[config.mk]
export PLATFORM = sky130hd
export DESIGN_NAME = sha1_message_digest
export DESIGN_NICKNAME = d
export VERILOG_FILES = /design/src/rtl/core/sha1md_pkg.sv /design/src/rtl/core/sha1md_fifo.sv /design/src/rtl/core/sha1md_front.sv /design/src/rtl/core/sha1md_core.sv /design/src/rtl/core/sha1_message_digest.sv
export SDC_FILE = /design/constraint.sdc
export NUM_CORES = 2
export LEC_CHECK = 0
export BUFFER_PORTS_ARGS = -buffer_cell sky130_fd_sc_hd__buf_4
export CORE_ASPECT_RATIO = 0.5
export CORE_UTILIZATION = 50
export CTS_CLUSTER_DIAMETER = 80
export DETAILED_ROUTE_END_ITERATION = 10
export PLACE_DENSITY = 0.72
export SLEW_MARGIN = 10
export SYNTH_ARGS = -nofsm -noshare
export SYNTH_HDL_FRONTEND = slang
export SYNTH_SLANG_ARGS = --single-unit
[constraint.sdc]
create_clock -name clk -period 44.3 [get_ports clk]
set_clock_uncertainty 0.2 [all_clocks]
set_input_delay 2.215 -clock clk [delete_from_list [all_inputs] [get_ports clk]]
set_output_delay 2.215 -clock clk [all_outputs]
set_load 0.05 [all_outputs]
[src/rtl/core/sha1md_pkg.sv]
package sha1md_pkg;

	// One input item: a message byte and/or the end mark
	typedef struct packed {
		logic [7:0] data_byte;
		logic       byte_valid;
		logic       end_of_message;
	} item_t;

	// One result item: a digest word and its place
	typedef struct packed {
		logic [31:0] digest_word;
		logic [2:0]  word_index;
		logic        last_word;
	} result_t;

	localparam logic [2:0] LAST_INDEX = 3'd4;

	// Initial chaining values
	localparam logic [31:0] IV0 = 32'h67452301;
	localparam logic [31:0] IV1 = 32'hEFCDAB89;
	localparam logic [31:0] IV2 = 32'h98BADCFE;
	localparam logic [31:0] IV3 = 32'h10325476;
	localparam logic [31:0] IV4 = 32'hC3D2E1F0;

	// Round constants, one per group of twenty rounds
	localparam logic [31:0] K0 = 32'h5A827999;
	localparam logic [31:0] K1 = 32'h6ED9EBA1;
	localparam logic [31:0] K2 = 32'h8F1BBCDC;
	localparam logic [31:0] K3 = 32'hCA62C1D6;

	localparam logic [7:0] PAD_BYTE = 8'h80;

endpackage

[src/rtl/core/sha1md_fifo.sv]
module sha1md_fifo #(
	parameter int W     = 8,
	parameter int DEPTH = 4
) (
	input  logic         clk,
	input  logic         arst_n,
	input  logic         push,
	input  logic [W-1:0] din,
	output logic         full,
	input  logic         pop,
	output logic [W-1:0] dout,
	output logic         empty
);

	localparam int PW = (DEPTH > 1) ? $clog2(DEPTH) : 1;
	localparam int CW = $clog2(DEPTH + 1);
	localparam logic [PW-1:0] LAST_PTR = PW'(DEPTH - 1);
	localparam logic [CW-1:0] FULL_CNT = CW'(DEPTH);

	logic [W-1:0]  mem_q [DEPTH];
	logic [PW-1:0] wr_q, rd_q;
	logic [CW-1:0] cnt_q;
	logic          do_push, do_pop;

	assign full    = (cnt_q == FULL_CNT);
	assign empty   = (cnt_q == '0);
	assign do_push = push & ~full;
	assign do_pop  = pop & ~empty;
	assign dout    = mem_q[rd_q];

	// Storage
	always_ff @(posedge clk) begin
		if (do_push) begin
			mem_q[wr_q] <= din;
		end
	end

	// Pointers and fill count
	always_ff @(posedge clk or negedge arst_n) begin
		if (!arst_n) begin
			wr_q  <= '0;
			rd_q  <= '0;
			cnt_q <= '0;
		end else begin
			if (do_push) begin
				wr_q <= (wr_q == LAST_PTR) ? '0 : wr_q + 1'b1;
			end
			if (do_pop) begin
				rd_q <= (rd_q == LAST_PTR) ? '0 : rd_q + 1'b1;
			end
			if (do_push && !do_pop) begin
				cnt_q <= cnt_q + 1'b1;
			end else if (do_pop && !do_push) begin
				cnt_q <= cnt_q - 1'b1;
			end
		end
	end

endmodule

[src/rtl/core/sha1md_front.sv]
module sha1md_front import sha1md_pkg::*; #(
	parameter int DEPTH = 4
) (
	input  logic  clk,
	input  logic  arst_n,
	input  logic  push,
	output logic  full,
	input  item_t item,
	input  logic  cmd_pop,
	output item_t cmd,
	output logic  cmd_empty
);

	localparam int IW = $bits(item_t);

	logic          keep;
	logic [IW-1:0] cmd_bits;

	// Items with neither byte nor end mark change nothing: drop them here
	assign keep = item.byte_valid | item.end_of_message;

	sha1md_fifo #(.W(IW), .DEPTH(DEPTH)) u_cmdq (
		.clk   (clk),
		.arst_n(arst_n),
		.push  (push & keep),
		.din   (item),
		.full  (full),
		.pop   (cmd_pop),
		.dout  (cmd_bits),
		.empty (cmd_empty)
	);

	assign cmd = item_t'(cmd_bits);

endmodule

[src/rtl/core/sha1md_core.sv]
module sha1md_core import sha1md_pkg::*; (
	input  logic    clk,
	input  logic    arst_n,
	input  item_t   cmd,
	input  logic    cmd_empty,
	output logic    cmd_pop,
	output logic    res_push,
	output result_t res,
	input  logic    res_full
);

	localparam logic [2:0] S_IDLE  = 3'd0;
	localparam logic [2:0] S_PAD   = 3'd1;
	localparam logic [2:0] S_FILL  = 3'd2;
	localparam logic [2:0] S_LEN   = 3'd3;
	localparam logic [2:0] S_ROUND = 3'd4;
	localparam logic [2:0] S_ADD   = 3'd5;
	localparam logic [2:0] S_OUT   = 3'd6;

	localparam logic [6:0] LAST_ROUND = 7'd79;

	logic [2:0]  state_q, ret_q, state_d, ret_d;
	logic [31:0] sched_q [16];
	logic [31:0] chain_q [5];
	logic [31:0] a_q, b_q, c_q, d_q, e_q;
	logic [23:0] acc_q;
	logic [60:0] count_q;
	logic [3:0]  wcnt_q;
	logic [6:0]  rnd_q;
	logic [2:0]  oidx_q;

	logic        app_en, go_round, take_byte, out_done;
	logic [31:0] app_word, pad_word, f, k, t, w_next;

	// Command fetch and result push
	assign cmd_pop   = (state_q == S_IDLE) & ~cmd_empty;
	assign take_byte = cmd_pop & cmd.byte_valid;
	assign res_push  = (state_q == S_OUT) & ~res_full;
	assign out_done  = res_push & (oidx_q == LAST_INDEX);
	assign res.digest_word = chain_q[oidx_q];
	assign res.word_index  = oidx_q;
	assign res.last_word   = (oidx_q == LAST_INDEX);

	// Padding word: bytes held so far, then 0x80, then zeros
	always_comb begin
		case (count_q[1:0])
			2'd0:    pad_word = {PAD_BYTE, 24'h0};
			2'd1:    pad_word = {acc_q[7:0], PAD_BYTE, 16'h0};
			2'd2:    pad_word = {acc_q[15:0], PAD_BYTE, 8'h0};
			2'd3:    pad_word = {acc_q[23:0], PAD_BYTE};
			default: pad_word = {PAD_BYTE, 24'h0};
		endcase
	end

	// Round function and schedule expansion
	always_comb begin
		if (rnd_q < 7'd20) begin
			f = (b_q & c_q) | (~b_q & d_q);
			k = K0;
		end else if (rnd_q < 7'd40) begin
			f = b_q ^ c_q ^ d_q;
			k = K1;
		end else if (rnd_q < 7'd60) begin
			f = (b_q & c_q) | (b_q & d_q) | (c_q & d_q);
			k = K2;
		end else begin
			f = b_q ^ c_q ^ d_q;
			k = K3;
		end
		t = {a_q[26:0], a_q[31:27]} + f + e_q + k + sched_q[0];
		w_next = sched_q[13] ^ sched_q[8] ^ sched_q[2] ^ sched_q[0];
		w_next = {w_next[30:0], w_next[31]};
	end

	// Sequencer: which word goes into the block and where to go next
	always_comb begin
		state_d  = state_q;
		ret_d    = ret_q;
		app_en   = 1'b0;
		app_word = '0;
		go_round = 1'b0;
		case (state_q)
			S_IDLE: begin
				if (cmd_pop) begin
					if (take_byte && count_q[1:0] == 2'd3) begin
						app_en   = 1'b1;
						app_word = {acc_q, cmd.data_byte};
					end
					if (app_en && wcnt_q == 4'd15) begin
						go_round = 1'b1;
						ret_d    = cmd.end_of_message ? S_PAD : S_IDLE;
					end else if (cmd.end_of_message) begin
						state_d = S_PAD;
					end
				end
			end
			S_PAD: begin
				app_en   = 1'b1;
				app_word = pad_word;
				if (wcnt_q == 4'd15) begin
					go_round = 1'b1;
					ret_d    = S_FILL;
				end else begin
					state_d = S_FILL;
				end
			end
			S_FILL: begin
				app_en = 1'b1;
				if (wcnt_q == 4'd14) begin
					app_word = count_q[60:29];
					state_d  = S_LEN;
				end else if (wcnt_q == 4'd15) begin
					go_round = 1'b1;
					ret_d    = S_FILL;
				end
			end
			S_LEN: begin
				app_en   = 1'b1;
				app_word = {count_q[28:0], 3'b000};
				go_round = 1'b1;
				ret_d    = S_OUT;
			end
			S_ROUND: begin
				if (rnd_q == LAST_ROUND) begin
					state_d = S_ADD;
				end
			end
			S_ADD: begin
				state_d = ret_q;
			end
			S_OUT: begin
				if (out_done) begin
					state_d = S_IDLE;
				end
			end
			default: begin
				state_d = S_IDLE;
			end
		endcase
		if (go_round) begin
			state_d = S_ROUND;
		end
	end

	// Control state
	always_ff @(posedge clk or negedge arst_n) begin
		if (!arst_n) begin
			state_q <= S_IDLE;
			ret_q   <= S_IDLE;
			count_q <= '0;
			wcnt_q  <= '0;
			rnd_q   <= '0;
			oidx_q  <= '0;
			chain_q <= '{IV0, IV1, IV2, IV3, IV4};
		end else begin
			state_q <= state_d;
			ret_q   <= ret_d;
			if (take_byte) begin
				count_q <= count_q + 61'd1;
			end
			if (app_en) begin
				wcnt_q <= wcnt_q + 4'd1;
			end
			if (go_round) begin
				rnd_q <= '0;
			end else if (state_q == S_ROUND) begin
				rnd_q <= rnd_q + 7'd1;
			end
			if (state_q == S_ADD) begin
				chain_q[0] <= chain_q[0] + a_q;
				chain_q[1] <= chain_q[1] + b_q;
				chain_q[2] <= chain_q[2] + c_q;
				chain_q[3] <= chain_q[3] + d_q;
				chain_q[4] <= chain_q[4] + e_q;
			end
			if (res_push) begin
				oidx_q <= out_done ? 3'd0 : oidx_q + 3'd1;
			end
			// Digest delivered: ready for the next message
			if (out_done) begin
				chain_q <= '{IV0, IV1, IV2, IV3, IV4};
				count_q <= '0;
				wcnt_q  <= '0;
			end
		end
	end

	// Block shift line, byte packer and working registers
	always_ff @(posedge clk) begin
		if (take_byte) begin
			acc_q <= {acc_q[15:0], cmd.data_byte};
		end
		if (app_en) begin
			for (int i = 0; i < 15; i++) begin
				sched_q[i] <= sched_q[i+1];
			end
			sched_q[15] <= app_word;
		end else if (state_q == S_ROUND) begin
			for (int i = 0; i < 15; i++) begin
				sched_q[i] <= sched_q[i+1];
			end
			sched_q[15] <= w_next;
		end
		if (go_round) begin
			a_q <= chain_q[0];
			b_q <= chain_q[1];
			c_q <= chain_q[2];
			d_q <= chain_q[3];
			e_q <= chain_q[4];
		end else if (state_q == S_ROUND) begin
			a_q <= t;
			b_q <= a_q;
			c_q <= {b_q[1:0], b_q[31:2]};
			d_q <= c_q;
			e_q <= d_q;
		end
	end

endmodule

[src/rtl/core/sha1_message_digest.sv]
// SHA-1 digest of a byte stream.
// Input channel (push/full): one item per message byte; an item with
// byte_valid low and end_of_message high ends a message without a byte,
// items with both low are accepted and dropped. A byte and an end mark may
// share an item; the byte is taken first.
// Result channel (empty/pop): after each message the five digest words
// come out in order, word_index 0..4, last_word high on the fifth.
// Flow: while idle, the engine takes one queued byte per cycle; it takes
// none while a 64-byte block is compressed (80 rounds on one shared
// round unit, then an add into the chaining words). After the end mark,
// padding runs around one or two block compressions, then the five
// words are pushed in order while the result queue has room. The
// command queue (CMD_DEPTH items) keeps taking items while a block is
// compressed; full rises only when it is filled.
// Reset clears both queues and loads the initial chaining values.
// If the receiver stalls, the result queue (OUT_DEPTH words) fills and the
// engine waits; input items keep queuing until the command queue is full.
module sha1_message_digest import sha1md_pkg::*; #(
	parameter int CMD_DEPTH = 4,
	parameter int OUT_DEPTH = 2
) (
	input  logic    clk,
	input  logic    arst_n,
	input  logic    push,
	output logic    full,
	input  item_t   item,
	output logic    empty,
	input  logic    pop,
	output result_t result
);

	localparam int RW = $bits(result_t);

	item_t         cmd;
	logic          cmd_empty, cmd_pop;
	result_t       res;
	logic          res_push, res_full;
	logic [RW-1:0] res_bits;

	sha1md_front #(.DEPTH(CMD_DEPTH)) u_front (
		.clk      (clk),
		.arst_n   (arst_n),
		.push     (push),
		.full     (full),
		.item     (item),
		.cmd_pop  (cmd_pop),
		.cmd      (cmd),
		.cmd_empty(cmd_empty)
	);

	sha1md_core u_core (
		.clk      (clk),
		.arst_n   (arst_n),
		.cmd      (cmd),
		.cmd_empty(cmd_empty),
		.cmd_pop  (cmd_pop),
		.res_push (res_push),
		.res      (res),
		.res_full (res_full)
	);

	sha1md_fifo #(.W(RW), .DEPTH(OUT_DEPTH)) u_resq (
		.clk   (clk),
		.arst_n(arst_n),
		.push  (res_push),
		.din   (res),
		.full  (res_full),
		.pop   (pop),
		.dout  (res_bits),
		.empty (empty)
	);

	assign result = result_t'(res_bits);

endmodule

==> metrics <==
I/O Pins 52; Non-Filler Instances slightly below 6000; register area share after synthesis 57.8%; Distinct cells, synth 79; Mapped Avg Cell Area roughly 12 um^2; Syn Inst Count between 4000 and 5000; cell row count between 80 and 90; Ys Warns 0; FF-to-FF Start u_core.rnd_q[4]; worst-margin pin slew around 1.3 ns; CP startpoint u_core.rnd_q[4]; status completed; Largest stage delay, worst path approximately 0.6 ns; Setup CP Type register to register; nature of the critical path startpoint register; cell mode on critical path fa_1; TritonRoute pass-1 iters 8; largest net degree at the start of global routing between 200 and 250; vias approximately 35000; wire per inst approximately 22 um; max_cap viols 0; post-synth top area cell edfxtp_1; DRC Markers 0; Via density 5.91; Fin. Hold Viols 0; CP max-delay cell a41oi_1; FF-to-FF End u_core.a_q[31]; synthesized cell area 53000 um^2; area grow syn2layout 9.82%; Yosys top cell area share between 40% and 50%; die width about 460 um; Starting Density roughly half; Antenna Nets Post-Route 0; Slew headroom 15.5%; Critical Path Stages 25; post-synthesis async set-or-reset flop share roughly a quarter; H-tree depth 3; Critical Path Fanout Max 25; CTS Sinks 1060; CTS Buf Count 94; Crit path max-delay family compound AO/OA/AOI/OAI gates; Reg2Reg Depth 25; hold crit path type register to register; Synth top cells by count 808 x edfxtp_1, 604 x nand2_1, 286 x o21ai_0, 277 x inv_1, 264 x nor2_1; Primary FF master, synth edfxtp_1; crit path time final ~7.5 ns; Port Buf Inserts about 50; final setup vio count 0; GRT Total Usage about 25%; first-pass GRT wire length between 200000 and 250000 um; initial antenna violation count 1; unrepaired setup endpoints after global routing false; count leader, synth edfxtp_1; cts hold-fix bufs 0; fin. max-slew vios 0; CTS max path bufs 3; setup bufs post-CTS 0; Worst Path Required about 45 ns; Antenna diodes 0; setup TNS 0 ns; DR iter-0 viols 4198; Post-synth EDFFs 808; fin nets 4809; reg2reg setup slack roughly 37 ns; Tcrit/Tclk final 17.0%; CTS tree built; Reg clk slew, reported paths about 0.08 ns; DIE HEIGHT between 200 and 250 um; Overflow after GRT 0; Synth area leaders edfxtp_1 46%, dfrtp_1 8.1%, ha_1 5.6%; CTS resizes 0; vias in the first global route between 30000 and 40000; worst skew pair latency about 0.73 ns; syn_nets roughly 4800; Final Wtd Congestion approximately 0.95; CP endpoint u_core.a_q[31]; fraction of layout cells with a size suffix above 1 under 10%; Arr. time, crit path between 7 and 8 ns; core area approximately 110000 um^2; Final HPWL DP 92700 um; Placed Cells 5757; flip-flop and latch count after synthesis about 1100; Root Buffer clkbuf_16; die area about 110000 um^2; Worst Path Buf+Inv 5; hold path depth 0; Routed Wire Length 133000 um; maximum clock frequency ~0.13 GHz; Critical Path End Type register
worst register-to-register path, delay by kind of cell, from the launching register on:
kind	cells	cell delay (ns)
compound gates	11	3.23
fa+ha+maj	5	1.75
simple gates	3	0.71
buf+inv	5	0.70
flops	1	0.45
xor+xnor	1	0.17
cells in the final DEF (no fill, tap or decap), types with 22 or more instances in the layout:
master     netlist  routed
edfxtp_1       808     808
nand2_1        604     600
o21ai_0        286     286
inv_1          277     277
nor2_1         264     262
a21oi_1        253     253
ha_1           236     236
xnor2_1        180     180
dfrtp_1        172     171
xor2_1         141     141
fa_1           125     125
nand3_1        108     108
clkbuf_16        0      96
buf_4            0      91
dfstp_2         80      80
a21o_1          78      78
nor3_1          64      63
mux4_2          42      42
nor2b_1         41      41
mux2_2          39      39
or3_1           29      29
o21bai_1        28      28
and3_1          26      26
o21a_1          26      26
a31oi_1         24      24
o32ai_1         22      22
worst min-delay path by stage:
stage,start,endpoint
floorplan,u_core.sched_q[0][32],u_core.sched_q[0][0]
global placement,u_core.sched_q[0][489],u_core.sched_q[0][457]
detailed placement,u_core.sched_q[0][43],u_core.sched_q[0][11]
CTS,u_core.sched_q[0][452],u_core.sched_q[0][420]
global route,u_core.sched_q[0][485],u_core.sched_q[0][453]
finish,u_core.sched_q[0][485],u_core.sched_q[0][453]
flip-flops by register name, indices dropped and copies added (netlist names), 4 cells and up:
name                  cells
u_core.d_q               32
u_resq.mem_q             72
u_core.rnd_q              7
u_core.e_q               32
u_core.chain_q          160
u_core.count_q           61
u_core.c_q               32
u_front.u_cmdq.mem_q     40
u_core.acc_q             24
u_core.b_q               32
u_core.a_q               32
u_core.sched_q          512
u_core.wcnt_q             4
layer usage:
metal / vias to the layer above / GRT usage, % / routed length, um
met5: - / 0 / 13
met4: 2 / 5.88 / 2880
met3: 197 / 7.23 / 15300
met2: 1588 / 34.8 / 54800
met1: 17446 / 37.4 / 59700
li1: 15826 / - / -
logic make-up after synthesis:
family | Yosys count | synth area share, %
mux | 89 | 2.76
buf+inv | 431 | 3.06
compound gates | 901 | 10.6
flops | 1060 | 57.8
fa+ha+maj | 361 | 10.3
xor+xnor | 321 | 5.30
simple gates | 1235 | 10.2
through the flow:
stage / util [%] / setup WS [ns] / hold WS [ns] / cell area (um^2)
3_5_place_dp: 52.3 / 36.89 / 0.205 / 55000
4_1_cts: 55.4 / 36.86 / 0.203 / 58200
2_1_floorplan: - / 28.90 / 0.200 / 53000
3_3_place_gp: 52.3 / 37.10 / 0.200 / 55000
6_report: 55.4 / 36.79 / 0.205 / 58200
5_1_grt: 55.4 / 36.38 / 0.207 / 58200
area by class of cell:
cell class	count	area, um^2
repair buffers	93	718
inverters	278	1040
fillers	8592	46900
clock inverters	56	662
well taps	1419	1780
flip-flops and latches	1060	30700
clock buffers	121	2560
multi-input cells	2907	20800
Power is left out: the tool's default activity adds up to more than one toggle a clock period on the data nets, which glitch-free logic cannot reach.
